==> src/dlps_pkg.sv <==
// ----------------------------------------------------------------------------
// dlps_pkg: shared types and constants of the DDA line pixel stepper
// Command codes, field widths, register indexes and the pixel record passed
// from the line tracker to the output stage.
// ----------------------------------------------------------------------------
package dlps_pkg;

  // Coordinate and surface widths
  localparam int COORD_BITS = 8;
  localparam int DIM_BITS   = 9;
  localparam int ADDR_BITS  = 16;
  localparam int GLYPH_BITS = 8;
  localparam int CFG_IDX_BITS = 1;

  // Reset values of the surface registers
  localparam logic [DIM_BITS-1:0] SURFACE_WIDTH_RST  = DIM_BITS'(80);
  localparam logic [DIM_BITS-1:0] SURFACE_HEIGHT_RST = DIM_BITS'(24);

  // Configuration register indexes
  localparam logic [CFG_IDX_BITS-1:0] REG_SURFACE_WIDTH  = 1'b0;
  localparam logic [CFG_IDX_BITS-1:0] REG_SURFACE_HEIGHT = 1'b1;

  // Input commands
  typedef enum logic {
    CMD_LOAD = 1'b0,
    CMD_STEP = 1'b1
  } cmd_t;

  // One pixel after position, clipping and end-of-line evaluation
  typedef struct packed {
    logic [COORD_BITS-1:0] px;
    logic [COORD_BITS-1:0] py;
    logic [GLYPH_BITS-1:0] glyph;
    logic                  on_surface;
    logic                  active;
    logic                  last;
  } pixel_t;

endpackage

==> src/dlps_axis.sv <==
// ----------------------------------------------------------------------------
// dlps_axis: one axis of the DDA stepper
// Rounds the exact quotient/remainder offset to a coordinate and computes the
// accumulator values for the next pixel.
// ----------------------------------------------------------------------------
module dlps_axis
  import dlps_pkg::*;
(
  input  logic [COORD_BITS-1:0] origin,
  input  logic                  negative,
  input  logic [COORD_BITS-1:0] span,
  input  logic [COORD_BITS-1:0] total,
  input  logic [COORD_BITS-1:0] quot,
  input  logic [COORD_BITS-1:0] rem,
  output logic [COORD_BITS-1:0] pos,
  output logic [COORD_BITS-1:0] quot_nxt,
  output logic [COORD_BITS-1:0] rem_nxt
);

  logic                  round_up;
  logic [COORD_BITS-1:0] offset;
  logic [COORD_BITS:0]   rem_sum;

  // Round half away from zero: bump when 2*rem >= total
  always_comb begin
    round_up = (total != '0) && ({rem, 1'b0} >= {1'b0, total});
    offset   = quot + COORD_BITS'(round_up);
    pos      = negative ? (origin - offset) : (origin + offset);
  end

  // Accumulator advance: one add and one compare
  always_comb begin
    rem_sum = {1'b0, rem} + {1'b0, span};
    if (rem_sum >= {1'b0, total}) begin
      rem_nxt  = COORD_BITS'(rem_sum - {1'b0, total});
      quot_nxt = quot + COORD_BITS'(1);
    end else begin
      rem_nxt  = rem_sum[COORD_BITS-1:0];
      quot_nxt = quot;
    end
  end

endmodule

==> src/dlps_tracker.sv <==
// ----------------------------------------------------------------------------
// dlps_tracker: line state and pixel stage
// Holds the loaded line, takes load and step transfers, and registers one
// pixel record per step transfer.
// ----------------------------------------------------------------------------
module dlps_tracker
  import dlps_pkg::*;
(
  input  logic                  clk,
  input  logic                  rst_n,
  input  logic                  in_valid,
  output logic                  in_stall,
  input  logic                  in_command,
  input  logic [COORD_BITS-1:0] in_start_x,
  input  logic [COORD_BITS-1:0] in_start_y,
  input  logic [COORD_BITS-1:0] in_end_x,
  input  logic [COORD_BITS-1:0] in_end_y,
  input  logic [GLYPH_BITS-1:0] in_glyph,
  input  logic [DIM_BITS-1:0]   surface_width,
  input  logic [DIM_BITS-1:0]   surface_height,
  input  logic                  pix_ready,
  output logic                  pix_valid,
  output pixel_t                pix
);

  // Line state
  logic [COORD_BITS-1:0] origin_x_r, origin_y_r;
  logic                  negative_x_r, negative_y_r;
  logic [COORD_BITS-1:0] span_x_r, span_y_r;
  logic [COORD_BITS-1:0] step_total_r, step_index_r;
  logic [COORD_BITS-1:0] quot_x_r, rem_x_r, quot_y_r, rem_y_r;
  logic [GLYPH_BITS-1:0] stored_glyph_r;
  logic                  busy_r;

  // Pixel stage
  logic   pix_valid_r;
  pixel_t pix_r;

  logic                  stage_ready;
  logic                  accept;
  logic                  is_step;
  logic [COORD_BITS-1:0] px, py;
  logic [COORD_BITS-1:0] quot_x_nxt, rem_x_nxt, quot_y_nxt, rem_y_nxt;
  logic                  neg_x, neg_y;
  logic [COORD_BITS-1:0] span_x, span_y;
  logic                  last;
  pixel_t                pix_nxt;

  // Handshake: the pixel stage frees up when empty or moving downstream
  assign stage_ready = !pix_valid_r || pix_ready;
  assign in_stall    = !stage_ready;
  assign accept      = in_valid && stage_ready;
  assign is_step     = (cmd_t'(in_command) == CMD_STEP);

  dlps_axis u_axis_x (
    .origin   (origin_x_r),
    .negative (negative_x_r),
    .span     (span_x_r),
    .total    (step_total_r),
    .quot     (quot_x_r),
    .rem      (rem_x_r),
    .pos      (px),
    .quot_nxt (quot_x_nxt),
    .rem_nxt  (rem_x_nxt)
  );

  dlps_axis u_axis_y (
    .origin   (origin_y_r),
    .negative (negative_y_r),
    .span     (span_y_r),
    .total    (step_total_r),
    .quot     (quot_y_r),
    .rem      (rem_y_r),
    .pos      (py),
    .quot_nxt (quot_y_nxt),
    .rem_nxt  (rem_y_nxt)
  );

  // Load decode: direction and span per axis
  always_comb begin
    neg_x  = (in_end_x < in_start_x);
    neg_y  = (in_end_y < in_start_y);
    span_x = neg_x ? (in_start_x - in_end_x) : (in_end_x - in_start_x);
    span_y = neg_y ? (in_start_y - in_end_y) : (in_end_y - in_start_y);
  end

  // Pixel record for a step transfer; idle steps give an all-zero record
  always_comb begin
    last    = (step_index_r >= step_total_r);
    pix_nxt = '0;
    if (busy_r) begin
      pix_nxt.px         = px;
      pix_nxt.py         = py;
      pix_nxt.glyph      = stored_glyph_r;
      pix_nxt.on_surface = ({1'b0, px} < surface_width) &&
                           ({1'b0, py} < surface_height);
      pix_nxt.active     = 1'b1;
      pix_nxt.last       = last;
    end
  end

  // Line state registers
  always_ff @(posedge clk) begin
    if (!rst_n) begin
      origin_x_r     <= '0;
      origin_y_r     <= '0;
      negative_x_r   <= 1'b0;
      negative_y_r   <= 1'b0;
      span_x_r       <= '0;
      span_y_r       <= '0;
      step_total_r   <= '0;
      step_index_r   <= '0;
      quot_x_r       <= '0;
      rem_x_r        <= '0;
      quot_y_r       <= '0;
      rem_y_r        <= '0;
      stored_glyph_r <= '0;
      busy_r         <= 1'b0;
    end else if (accept) begin
      if (!is_step) begin
        origin_x_r     <= in_start_x;
        origin_y_r     <= in_start_y;
        negative_x_r   <= neg_x;
        negative_y_r   <= neg_y;
        span_x_r       <= span_x;
        span_y_r       <= span_y;
        step_total_r   <= (span_x > span_y) ? span_x : span_y;
        step_index_r   <= '0;
        quot_x_r       <= '0;
        rem_x_r        <= '0;
        quot_y_r       <= '0;
        rem_y_r        <= '0;
        stored_glyph_r <= in_glyph;
        busy_r         <= 1'b1;
      end else if (busy_r) begin
        if (last) begin
          busy_r <= 1'b0;
        end else begin
          step_index_r <= step_index_r + COORD_BITS'(1);
          quot_x_r     <= quot_x_nxt;
          rem_x_r      <= rem_x_nxt;
          quot_y_r     <= quot_y_nxt;
          rem_y_r      <= rem_y_nxt;
        end
      end
    end
  end

  // Pixel stage register
  always_ff @(posedge clk) begin
    if (!rst_n) begin
      pix_valid_r <= 1'b0;
    end else if (stage_ready) begin
      pix_valid_r <= accept && is_step;
    end
  end

  always_ff @(posedge clk) begin
    if (stage_ready && accept && is_step) begin
      pix_r <= pix_nxt;
    end
  end

  assign pix_valid = pix_valid_r;
  assign pix       = pix_r;

endmodule

==> src/dlps_emit.sv <==
// ----------------------------------------------------------------------------
// dlps_emit: address stage and result register
// Forms the row-major write address of a clipped pixel and holds the result
// until the downstream side takes it.
// ----------------------------------------------------------------------------
module dlps_emit
  import dlps_pkg::*;
(
  input  logic                  clk,
  input  logic                  rst_n,
  input  logic                  pix_valid,
  output logic                  pix_ready,
  input  pixel_t                pix,
  input  logic [DIM_BITS-1:0]   surface_width,
  output logic                  out_valid,
  input  logic                  out_stall,
  output logic [DIM_BITS-1:0]   out_pixel_x,
  output logic [DIM_BITS-1:0]   out_pixel_y,
  output logic [ADDR_BITS-1:0]  out_write_address,
  output logic [GLYPH_BITS-1:0] out_pixel_glyph,
  output logic                  out_write_enable,
  output logic                  out_line_active,
  output logic                  out_last_pixel
);

  logic                  out_valid_r;
  logic [DIM_BITS-1:0]   pixel_x_r, pixel_y_r;
  logic [ADDR_BITS-1:0]  write_address_r;
  logic [GLYPH_BITS-1:0] pixel_glyph_r;
  logic                  write_enable_r, line_active_r, last_pixel_r;

  logic [COORD_BITS+DIM_BITS-1:0] row_base;
  logic [ADDR_BITS-1:0]           addr_nxt;

  assign pix_ready = !out_valid_r || !out_stall;

  // Row-major address, zero when clipped
  always_comb begin
    row_base = pix.py * surface_width;
    addr_nxt = pix.on_surface ? (row_base[ADDR_BITS-1:0] + ADDR_BITS'(pix.px)) : '0;
  end

  // Result valid
  always_ff @(posedge clk) begin
    if (!rst_n) begin
      out_valid_r <= 1'b0;
    end else if (pix_ready) begin
      out_valid_r <= pix_valid;
    end
  end

  // Result payload
  always_ff @(posedge clk) begin
    if (pix_ready && pix_valid) begin
      pixel_x_r       <= DIM_BITS'(pix.px);
      pixel_y_r       <= DIM_BITS'(pix.py);
      write_address_r <= addr_nxt;
      pixel_glyph_r   <= pix.glyph;
      write_enable_r  <= pix.on_surface;
      line_active_r   <= pix.active;
      last_pixel_r    <= pix.last;
    end
  end

  assign out_valid         = out_valid_r;
  assign out_pixel_x       = pixel_x_r;
  assign out_pixel_y       = pixel_y_r;
  assign out_write_address = write_address_r;
  assign out_pixel_glyph   = pixel_glyph_r;
  assign out_write_enable  = write_enable_r;
  assign out_line_active   = line_active_r;
  assign out_last_pixel    = last_pixel_r;

endmodule

==> src/dda_line_pixel_stepper_core.sv <==
// Result path: a step transfer passes through the pixel stage, then the address
// stage into the result register; a load transfer gives no result.
// Throughput: one transfer per cycle, set by the single add and compare per
// axis that advances the accumulators; stalls back up through both stages.
// Reset (rst_n low, synchronous): line goes idle, pipeline empties, surface
// becomes 80 x 24.
// ----------------------------------------------------------------------------
// dda_line_pixel_stepper_core: DDA line pixel stepper, top level
// Surface configuration registers, line tracker and output stage.
// ----------------------------------------------------------------------------
module dda_line_pixel_stepper_core
  import dlps_pkg::*;
(
  input  logic                    clk,
  input  logic                    rst_n,
  // configuration
  input  logic                    cfg_we,
  input  logic [CFG_IDX_BITS-1:0] cfg_index,
  input  logic [DIM_BITS-1:0]     cfg_wdata,
  // input channel
  input  logic                    in_valid,
  output logic                    in_stall,
  input  logic                    in_command,
  input  logic [COORD_BITS-1:0]   in_start_x,
  input  logic [COORD_BITS-1:0]   in_start_y,
  input  logic [COORD_BITS-1:0]   in_end_x,
  input  logic [COORD_BITS-1:0]   in_end_y,
  input  logic [GLYPH_BITS-1:0]   in_glyph,
  // result channel
  output logic                    out_valid,
  input  logic                    out_stall,
  output logic [DIM_BITS-1:0]     out_pixel_x,
  output logic [DIM_BITS-1:0]     out_pixel_y,
  output logic [ADDR_BITS-1:0]    out_write_address,
  output logic [GLYPH_BITS-1:0]   out_pixel_glyph,
  output logic                    out_write_enable,
  output logic                    out_line_active,
  output logic                    out_last_pixel
);

  logic [DIM_BITS-1:0] surface_width_r, surface_height_r;
  logic                pix_valid, pix_ready;
  pixel_t              pix;

  // Surface registers
  always_ff @(posedge clk) begin
    if (!rst_n) begin
      surface_width_r  <= SURFACE_WIDTH_RST;
      surface_height_r <= SURFACE_HEIGHT_RST;
    end else if (cfg_we) begin
      case (cfg_index)
        REG_SURFACE_WIDTH:  surface_width_r  <= cfg_wdata;
        REG_SURFACE_HEIGHT: surface_height_r <= cfg_wdata;
        default: ;
      endcase
    end
  end

  dlps_tracker u_tracker (
    .clk            (clk),
    .rst_n          (rst_n),
    .in_valid       (in_valid),
    .in_stall       (in_stall),
    .in_command     (in_command),
    .in_start_x     (in_start_x),
    .in_start_y     (in_start_y),
    .in_end_x       (in_end_x),
    .in_end_y       (in_end_y),
    .in_glyph       (in_glyph),
    .surface_width  (surface_width_r),
    .surface_height (surface_height_r),
    .pix_ready      (pix_ready),
    .pix_valid      (pix_valid),
    .pix            (pix)
  );

  dlps_emit u_emit (
    .clk               (clk),
    .rst_n             (rst_n),
    .pix_valid         (pix_valid),
    .pix_ready         (pix_ready),
    .pix               (pix),
    .surface_width     (surface_width_r),
    .out_valid         (out_valid),
    .out_stall         (out_stall),
    .out_pixel_x       (out_pixel_x),
    .out_pixel_y       (out_pixel_y),
    .out_write_address (out_write_address),
    .out_pixel_glyph   (out_pixel_glyph),
    .out_write_enable  (out_write_enable),
    .out_line_active   (out_line_active),
    .out_last_pixel    (out_last_pixel)
  );

endmodule
==> config.mk <==
export PLATFORM = sky130hd
export DESIGN_NAME = dda_line_pixel_stepper_core
export DESIGN_NICKNAME = d
export VERILOG_FILES = /design/src/dlps_pkg.sv /design/src/dlps_axis.sv /design/src/dlps_tracker.sv /design/src/dlps_emit.sv /design/src/dda_line_pixel_stepper_core.sv
export SDC_FILE = /design/constraint.sdc
export NUM_CORES = 1
export LEC_CHECK = 0
export ABC_AREA = 1
export BUFFER_PORTS_ARGS = -buffer_cell sky130_fd_sc_hd__buf_2
export CORE_MARGIN = 5
export CORE_UTILIZATION = 58
export CTS_BUF_LIST = sky130_fd_sc_hd__clkbuf_8
export DETAILED_ROUTE_END_ITERATION = 8
export PLACE_DENSITY = 0.86
export SLEW_MARGIN = 10
export SYNTH_ARGS = -nofsm -noshare
export SYNTH_HDL_FRONTEND = slang
export SYNTH_SLANG_ARGS = --single-unit
==> constraint.sdc <==
create_clock -name clk -period 4.5 [get_ports clk]
set_input_delay 0.45 -clock clk [delete_from_list [all_inputs] [get_ports clk]]
set_output_delay 0.45 -clock clk [all_outputs]
set_load 0.05 [all_outputs]
* Yosys cells after proc, flatten, opt, wreduce, memory -nomap -nowiden
Cells that the tools add are included.
** Word-level totals
- Register bits :: 181
- Input port bits :: 56
- Word-level logic and storage cells :: 115
** Operators by class
- $add $sub $neg :: 18
- Multiply operators :: 1
- Order comparisons :: 10
- Eq/ne operators :: 4
- Mux-type cells :: 28
- Bitwise logic cells :: 2
- Reductions and logical operators :: 21
** Operators by type and width (count)
- $mux 8 :: 24
- $sub 8x8->8 :: 8
- $ge 9x8->1 :: 4
- $add 8x1->8 const B :: 3
- $add 8x8->9 :: 2
- $lt 8x9->1 :: 2
- $add 16x8->16 :: 1
- $add 8x1->8 :: 2
- $add 8x8->8 :: 2
- $lt 8x8->1 :: 2
- $mul 8x9->16 :: 1
- $ge 8x8->1 :: 1
- $gt 8x8->1 :: 1
- $logic_and 1x1->1 :: 8
- $reduce_and 4->1 :: 2
- $reduce_bool 8->1 :: 1
- $ne 2x1->1 const B :: 3
- $reduce_and 2->1 :: 3
- $logic_not 1->1 :: 4
- $mux 1 :: 3
- $reduce_and 3->1 :: 1
- $logic_or 1x1->1 :: 2
- $mux 2 :: 1
- $ne 2x2->1 const B :: 1
- $not 1->1 :: 2

* Depth between registers and ports, before layout
Gate-level depths: netlist of run 1.
- Depth after elaboration :: 7
- Gate-level depth with buffers :: 33
- Mapped depth without buffers :: 33

* Cells and area by module
From an unflattened synthesis of run 1, not the netlist that was laid out.
** Second synthesis, totals
- Cell total of the unflattened synthesis :: 2181
- Area, all modules :: 15871.5 um^2
** By module, submodules not included
- dlps_tracker :: times used 1, cells each 978, area each 7141.8 um^2, seq. area each 2652.5 um^2
- dlps_emit :: times used 1, cells each 504, area each 4235.3 um^2, seq. area each 1311.3 um^2
- dlps_axis (u_tracker.u_axis_x) :: times used 1, cells each 300, area each 1913.1 um^2, seq. area each 0.0 um^2
- dlps_axis (u_tracker.u_axis_y) :: times used 1, cells each 304, area each 1898.1 um^2, seq. area each 0.0 um^2
- dda_line_pixel_stepper_core :: times used 1, cells each 95, area each 683.2 um^2, seq. area each 360.3 um^2

* Least setup slack after synthesis of run 1
OpenSTA, ideal clock, no wires.
- Path kind :: reg-to-reg
- Start point :: register u_tracker.step_total_r[1]
- End point :: register u_tracker.pix_r (netlist bit u_tracker.pix[2]) (data pin)
- Arrival :: 4.005 ns
- Required time :: 4.241 ns
- Setup slack :: 0.235 ns
- Cell stages (with the launch flop) :: 31
- Buffers on the path :: 0
- Path through :: dfxtp_1 -> inv_1 -> ha_1 -> nand3_1 -> nand2_1 -> nand3_1 -> a21oi_1 -> o21ai_0 -> nand2_1 -> nand2_1 -> inv_1 -> ha_1 -> ha_1 -> inv_1 -> ha_1 -> nand3b_1 -> o31ai_1 -> xor2_1 -> ha_1 -> a21oi_1 -> o21ai_0 -> a21oi_1 -> nand3_2 -> nand2_2 -> inv_1 -> ha_1 -> nand2_1 -> nor2_1 -> nand3_1 -> o2111ai_1 -> nor3_1
** Between the ends
- Longest elaborated chain between the ends :: 7
- Elaborated cells between the ends (all ways) :: 16
- Those cells by class :: add/sub (6); order compare (4); mux (2); reduce/logical (4)
** Ends and longest elaborated chain
- from (decl) :: RTL line dlps_tracker.sv:30 : logic [COORD_BITS-1:0] step_total_r, step_index_r;
- from (signal assigned) :: RTL line dlps_tracker.sv:127 : step_total_r <= (span_x > span_y) ? span_x : span_y;
- $ge 9x8->1 or $reduce_bool 8->1 (tied branches) :: RTL line dlps_axis.sv:26 : round_up = (total != '0) && ({rem, 1'b0} >= {1'b0, total});
- $logic_and 1x1->1 (*) :: RTL line dlps_axis.sv:26
- $add 8x1->8 (*) :: RTL line dlps_axis.sv:27 : offset = quot + COORD_BITS'(round_up);
- $add 8x8->8 or $sub 8x8->8 (tied branches) :: RTL line dlps_axis.sv:28 : pos = negative ? (origin - offset) : (origin + offset);
- $mux 8 (*) :: RTL line dlps_axis.sv:28
- via u_tracker.py[7] :: RTL line dlps_tracker.sv:42 : logic [COORD_BITS-1:0] px, py;
- $lt 8x9->1 (*) :: RTL line dlps_tracker.sv:96 : ({1'b0, py} < surface_height);
- $logic_and 1x1->1 (*) :: RTL line dlps_tracker.sv:95 : pix_nxt.on_surface = ({1'b0, px} < surface_width) &&
- to (signal assigned) :: RTL line dlps_tracker.sv:160 : pix_r <= pix_nxt;
- to (decl) :: RTL line dlps_tracker.sv:37 : pixel_t pix_r;
The timed path passes the listed nets; every way through them passes the cells marked *.
A chain may end at the register's enable or synchronous reset.

* Worst setup path in the final report of run 1
- Start point :: register u_tracker.step_total_r[2]
- End point :: register u_tracker.pix_r (netlist bit u_tracker.pix[2]) (data pin)
The elaborated chain is that of the path after synthesis.

==> results of run 1 <==
## per-layer routing
layer / part of all wire / up-vias / GRT usage / wire length (µm)
li1: - / 6508 / - / -
met2: 0.50 / 572 / 0.4322 / 18590
met5: 0.00035 / - / 0 / 13
met1: 0.40 / 6175 / 0.3001 / 14810
met4: 0.039 / 2 / 0.1029 / 1450
met3: 0.069 / 135 / 0.04344 / 2583
## metrics by stage
| stage | power (W) | utilization | hold slack [ns] | setup WS [ns] |
|---|---|---|---|---|
| final | 0.007756 | 0.6552 | 0.1928 | 0.06059 |
| after global placement | 0.005819 | 0.6207 | 0.4022 | 0.06256 |
| after detailed placement | 0.006031 | 0.6207 | 0.4054 | -0.08366 |
| after floorplan | 0.005020 | - | 0.4003 | 0.2352 |
| after global routing | 0.008355 | 0.6552 | 0.1799 | -0.1865 |
| after CTS | 0.007158 | 0.6373 | 0.1825 | 0.001636 |
## cells by family after synthesis
group	Yosys count	share of synthesized area
AND/OR/NAND/NOR	836	0.2419
buffers and inverters	397	0.1060
AO/OA/AOI/OAI	276	0.1046
adder cells (fa/ha/maj)	224	0.2211
flip-flops	181	0.2945
XOR/XNOR	53	0.03162
other	1	0.0002554
## final cells by class
| cell class | instances | area (µm²) |
|---|---|---|
| Multi-Input combinational cell | 1391 | 9130 |
| Fill cell | 2035 | 8632 |
| Sequential cell | 181 | 4332 |
| Inverter | 346 | 1306 |
| Timing Repair Buffer | 143 | 834.6 |
| Tap cell | 330 | 412.9 |
| Clock buffer | 18 | 247.7 |
| Clock inverter | 14 | 136.4 |
| Antenna cell | 2 | 5.005 |
## critical path, delay by kind of cell (launching register included)
kind                       cells  cell delay (ns)
DFF                            1             0.37
adders and majority gates      5             1.18
and+or+nand+nor               16             1.52
xor gates and xnor gates       1             0.10
AOI/OAI and AO/OA              5             0.70
buffers and inverters          5             0.29
## registers in the layout, summed over array words and instances (netlist names), 9 cells and up
name                      flops
u_tracker.pix                27
u_emit.out_write_address     16
surface_height_r              9
surface_width_r               9
## cells in the mapped netlist, types with 2 or more instances
cell type,n
buf_2,9
clkinv_1,4
nand2_4,6
fa_1,59
a21o_1,10
a21oi_2,2
o211ai_1,5
nand2_2,15
or2_2,2
o21bai_1,6
xor2_1,30
o2111ai_1,2
xnor2_1,23
a21oi_1,132
nor4_1,2
nand3_2,4
nor3_1,13
o21ai_1,31
o22ai_1,4
nand4_1,17
nand2_1,512
o21a_1,2
buf_6,3
nor2_2,9
o21ai_0,66
nor2_1,120
dfxtp_1,111
buf_4,8
inv_1,330
clkbuf_1,30
nand3_1,124
inv_2,11
nand3b_1,9
a22o_1,9
edfxtp_1,70
ha_1,165
## worst paths after layout
kind                                                                 end  slack, ns  cells past startpoint
worst min-delay path            u_tracker.stored_glyph_r[6]$_SDFFE_PN0P_       0.19                      2
worst max register to register            u_tracker.pix[2]$_SDFFCE_PN0P_       0.06                     32
worst min register to register       u_emit.out_pixel_glyph[6]$_DFFE_PP_       0.43                      0
worst max-delay path                      u_tracker.pix[2]$_SDFFCE_PN0P_       0.06                     32
## cell usage in the layout (no fill, tap or decap), types with 5 or more instances in the layout
master / netlist / final
a21o_1: 10 / 10
a21oi_1: 132 / 120
a21oi_2: 2 / 13
a22o_1: 9 / 9
buf_2: 9 / 100
buf_4: 8 / 40
clkbuf_8: 0 / 18
dfxtp_1: 111 / 105
dfxtp_2: 0 / 6
edfxtp_1: 70 / 70
fa_1: 59 / 58
ha_1: 165 / 153
ha_4: 0 / 9
inv_1: 330 / 324
inv_2: 11 / 17
inv_6: 0 / 5
nand2_1: 512 / 501
nand2_2: 15 / 25
nand2_4: 6 / 7
nand3_1: 124 / 120
nand3_2: 4 / 7
nand3b_1: 9 / 9
nand4_1: 17 / 17
nor2_1: 120 / 113
nor2_2: 9 / 12
nor2_4: 1 / 5
nor3_1: 13 / 11
o211ai_1: 5 / 5
o21ai_0: 66 / 58
o21ai_1: 31 / 38
o21bai_1: 6 / 6
xnor2_1: 23 / 23
xor2_1: 30 / 28
## power by group
| group | internal, W | total, W | leakage (nW) | switching (W) |
|---|---|---|---|---|
| Combinational | 0.00178 | 0.00470 | 6.77 | 0.00292 |
| Clock | 0.000427 | 0.00110 | 0.204 | 0.000673 |
| Sequential | 0.00185 | 0.00196 | 1.57 | 0.000108 |
## repair_timing
item                       in CTS  in global routing
hold endpoints to repair        0                  0
setup endpoints to repair       1                  5
setup buffers                   0                 18
gates cloned                    0                  0
gates resized for setup         9                 81
pin swaps                       7                 37
==> summary.md, run 1 <==
| Metric | Value |
|---|---|
| Slew at the pin closest to its max-slew limit | `1.169 ns` |
| Clock sink count | `181` |
| Max clock buf depth | `2` |
| Post-synth top area cell | `dfxtp_1` |
| Ports | `103` |
| Initial core utilization | `0.5864` |
| Largest net degree at the start of global routing | `51` |
| DR pass1 iterations | `8` |
| Routed vias/inst | `5.522` |
| Post-layout nets | `2360` |
| Final setup fails | `0` |
| Hold path start | `in_glyph[6]` |
| DRC | `0` |
| First DRT Iteration DRCs | `1102` |
| WL/cell | `15.44 µm` |
| CTS Hold Bufs | `0` |
| Std-Cell Core Area | `25040 µm²` |
| Placed cells | `2373` |
| Highest Clock Rate | `0.2253 GHz` |
| Ratio of cells with drive above 1 in the final layout | `0.1438` |
| Top cell by count, worst path | `nand2_2` |
| Yosys reg bits | `181` |
| Crit path time final | `4.439 ns` |
| DP Wirelength | `28.57 mm` |
| P&R area growth vs syn | `11.74%` |
| Status | `completed` |
| Num rows | `58` |
| Post-Syn Area | `14680 µm²` |
| Setup CP Type | `reg2reg` |
| Startpoint Class | `flop` |
| Vias in the first global route | `12.61k` |
| Synth cell types | `49` |
| TNS Setup | `0 ns` |
| Final Hold Fails | `0` |
| Worst path max stage delay | `0.37 ns` |
| Leakage | `8.551 nW` |
| Die Wd | `169.1 µm` |
| CP max stage cell | `dfxtp_2` |
| H-tree levels | `4` |
| Post-synthesis sequential area ratio | `0.2945` |
| Ys async rst share | `0` |
| Clock Skew | `0.01837 ns` |
| Maximum VDD drop | `0.0002510 V` |
| TritonCTS Buffers | `17` |
| Critical path capture point type | `flop` |
| Finished Layout Cells | `2425` |
| Max-Cap Viols | `0` |
| Detailed Route WL | `37.45 mm` |
| CTS Root Cell | `clkbuf_8` |
| Crit. Startpoint | `u_tracker.step_total_r[2]$_SDFFE_PN0P_` |
| Worst skew pair latency | `0.48 ns` |
| Tcrit/Tclk final | `0.9865` |
| Power Density | `472.8 nW/µm²` |
| Avg Inst Size Synth | `7.460 µm²` |
| GRT Util Overall | `0.2464` |
| WP data required | `4.73 ns` |
| Initial antenna violation count | `3` |
| Yosys top cell area share | `0.1514` |
| I/O Buffers | `100` |
| Dominant cells by area after synthesis | `dfxtp_1 15%, edfxtp_1 14%, ha_1 14%` |
| DP Area | `15540 µm²` |
| Top_reg_cell synth | `dfxtp_1` |
| Max Slew Vio Count | `0` |
| Worst relative slew slack | `0.2188` |
| Via count | `13.39k` |
| Post-synth EDFFs | `70` |
| Hold Crit Class | `in2reg` |
| Clock slew at reported path FFs | `0.11 ns` |
| RSZ-0062 raised after global routing | `yes` |
| DIE HEIGHT | `169.1 µm` |
| CP arrival | `4.67 ns` |
| Grt ovf | `0` |
| CTS tree | `yes` |
| Final Wtd Congestion | `0.9633` |
| Global-route wire length before repair | `58.17 mm` |
| CP Max Fanout | `4` |
| Critical R2R Launch | `u_tracker.step_total_r[2]$_SDFFE_PN0P_` |
| Die footprint | `28590 µm²` |
| YS warnings | `0` |
| Final antenna-violating net count | `0` |
| Synthesized instance count | `1968` |
| Final instance area | `16400 µm²` |
No activity file was read; power rests on OpenSTA's default activity.
==> run 2, diff against run 1 <==
--- a/config.mk
+++ b/config.mk
@@ -11,7 +11,7 @@
 export CORE_UTILIZATION = 58
 export CTS_BUF_LIST = sky130_fd_sc_hd__clkbuf_8
 export DETAILED_ROUTE_END_ITERATION = 8
-export PLACE_DENSITY = 0.86
+export PLACE_DENSITY = 0.77
 export SLEW_MARGIN = 10
 export SYNTH_ARGS = -nofsm -noshare
 export SYNTH_HDL_FRONTEND = slang
==> run 2 against run 1 <==
- count of clock-buffer cells in the layout decreased by 1
- first-iteration DRC count fell by 28%
- sequential cell count stayed put
- clock power up 9%
- critical endpoint unchanged
- non-clock buffer count shrank 1
- setup slack improved by 0.11 ns
- maximum frequency grew 2.5%
- hold slack got worse by 0.021 ns
- power decreased by 3.2%
- sequential share of layout area hardly changed
- cell area shrank 0.16%
==> summary.md, run 2 (synthesized netlist as in run 1, its figures left out) <==
| Metric | Value |
|---|---|
| Part of the power in registers | `0.260 (+0.008)` |
| Final setup fails | `0 (unchanged)` |
| CTS tree | `yes` |
| H-tree levels | `4 (unchanged)` |
| Ports | `103 (unchanged)` |
| First DRT Iteration DRCs | `789 (-28%)` |
| Die Wd | `169.1 µm (unchanged)` |
| Sw Ratio | `0.4739 (-0.003065)` |
| RSZ-0062 raised after global routing | `yes` |
| Critical path capture point type | `flop` |
| Ratio of cells with drive above 1 in the final layout | `0.1386 (-0.005189)` |
| Hold path start | `in_glyph[3]` |
| Num rows | `58 (unchanged)` |
| Setup CP Type | `reg2reg` |
| DR pass1 iterations | `7 (-1)` |
| WP data required | `4.73 ns (about the same)` |
| Hold Crit Class | `in2reg` |
| Number of flip-flops in the largest register | `27 (unchanged)` |
| Core Util, Final | `0.6542 (-0.001049)` |
| Max clock buf depth | `2 (unchanged)` |
| Initial antenna violation count | `2 (-1)` |
| Comb pwr share | `0.580 (-0.026)` |
| Status | `completed` |
| Highest Clock Rate | `0.2309 GHz (+2.5%)` |
| Worst path max stage delay | `0.35 ns (-0.02 ns)` |
| Std-Cell Core Area | `25040 µm² (unchanged)` |
| CTS Root Cell | `clkbuf_8` |
| Die footprint | `28590 µm² (unchanged)` |
| Min Hold Slack | `0.1720 ns (-0.02078 ns)` |
| Clock sink count | `181 (unchanged)` |
| Max-Cap Viols | `0 (unchanged)` |
| Max Slew Vio Count | `0 (unchanged)` |
| Post-layout nets | `2359 (-0.042%)` |
| Top cell by count, worst path | `nand2_1` |
| I/O Buffers | `100 (unchanged)` |
| Crit path time final | `4.331 ns (-0.1081 ns)` |
| Via count | `12.97k (-3.1%)` |
| Startpoint Class | `flop` |
| CP Max Fanout | `4 (unchanged)` |
| Initial core utilization | `0.5864 (unchanged)` |
| Vias in the first global route | `12.39k (-1.7%)` |
| Crit. Startpoint | `u_tracker.step_total_r[4]$_SDFFE_PN0P_` |
| CTS Hold Bufs | `0 (unchanged)` |
| Worst relative slew slack | `0.1991 (-0.01968)` |
| DP Wirelength | `28.24 mm (-1.1%)` |
| Commonest cells after routing, fill and taps aside | `504 x nand2_1, 322 x inv_1, 154 x ha_1, 124 x nand3_1, 121 x a21oi_1` |
| TritonCTS Buffers | `17 (unchanged)` |
| Tcrit/Tclk final | `0.9625 (-0.02403)` |
| P&R area growth vs syn | `11.56%` |
| Global-route wire length before repair | `57.78 mm (-0.67%)` |
| CP max stage cell | `dfxtp_1` |
| Clock Skew | `0.02585 ns (+0.007479 ns)` |
| Final Wtd Congestion | `0.9332 (-3.1%)` |
| Final antenna-violating net count | `0 (unchanged)` |
| GRT Util Overall | `0.2448 (-0.001582)` |
| Grt ovf | `0 (unchanged)` |
| Worst skew pair latency | `0.49 ns (about the same)` |
| Power Density | `458.5 nW/µm² (-3.0%)` |
| Leakage | `8.531 nW (-0.24%)` |
| Most common cell after layout, fill and taps aside | `nand2_1` |
| DIE HEIGHT | `169.1 µm (unchanged)` |
| P_sw | `0.003559 W (-3.8%)` |
| Routed vias/inst | `5.351 (-3.1%)` |
| Largest net degree at the start of global routing | `51 (unchanged)` |
| DRC | `0 (unchanged)` |
| Clock slew at reported path FFs | `0.12 ns (about the same)` |
| Maximum VDD drop | `0.0002656 V (+5.8%)` |
| Slew at the pin closest to its max-slew limit | `1.199 ns (+0.02945 ns)` |
| Pint | `0.003950 W (-2.6%)` |
| Clock share of power | `0.160 (+0.018)` |
| CP arrival | `4.56 ns (-0.11 ns)` |
| Critical R2R Launch | `u_tracker.step_total_r[4]$_SDFFE_PN0P_` |
| Detailed Route WL | `35.60 mm (-4.9%)` |
| WL/cell | `14.69 µm (-4.9%)` |
| Final Hold Fails | `0 (unchanged)` |
-- run 2: timing repair --
| action | CTS | global route |
|---|---|---|
| buffers inserted | 0 | 14 |
| setup endpoints to repair | 1 | 6 |
| pin swaps | 2 | 32 |
| resized for setup | 10 | 61 |
-- run 2: worst paths after layout --
kind,slack [ns],depth (start not counted),endpoint
worst min register to register,0.44,0,u_emit.out_pixel_glyph[5]$_DFFE_PP_
worst min-delay path,0.17,2,u_tracker.stored_glyph_r[3]$_SDFFE_PN0P_
worst max-delay path,0.17,28,u_tracker.pix[2]$_SDFFCE_PN0P_
worst max register to register,0.17,28,u_tracker.pix[2]$_SDFFCE_PN0P_
-- run 2: layer usage --
metal	wire length (µm)	track usage	up-vias
li1	-	-	6502
met1	15050	0.3025	6030
met2	17690	0.4326	345
met3	1582	0.03643	94
met4	1285	0.09555	0
met5	0	0	-
-- run 2: power by group through the flow --
stage                     registers (W)  clock network [W]  logic (W)
after floorplan                 0.00201                  0    0.00301
after global placement          0.00199                  0    0.00381
after detailed placement        0.00199                  0    0.00397
after CTS                       0.00195            0.00121    0.00403
after global routing            0.00197            0.00128    0.00493
final                           0.00195            0.00120    0.00435
-- run 2: critical path: cells and delay by family, from the launching register on --
family / cells / cell delay, ns
buf+inv: 4 / 0.25
flops: 1 / 0.35
simple gates: 9 / 0.74
fa+ha+maj: 6 / 1.40
xor+xnor: 1 / 0.17
compound gates: 8 / 1.16
-- run 2: metrics by stage --
stage | total power, W | TNS [ns] | cell area, µm² | cells | setup WS, ns
floorplan | 0.005020 | 0 | 14690 | 1969 | 0.2352
global placement | 0.005798 | 0 | 15560 | 2376 | 0.06234
detailed placement | 0.005961 | -0.06311 | 15560 | 2376 | -0.06311
CTS | 0.007195 | 0 | 16040 | 2408 | 0.002366
global route | 0.008181 | -0.1487 | 16380 | 2424 | -0.1409
finish | 0.007509 | 0 | 16380 | 2424 | 0.1687
-- run 2: final cells by class --
class	instances	area, µm²
antenna	2	5.005
sequential	181	4327
tap	330	412.9
timing repair buffer	142	820.8
multi-input combinational	1391	9066
inverter	346	1301
clock inverter	15	211.5
fill	2171	8658
clock buffer	17	234.0
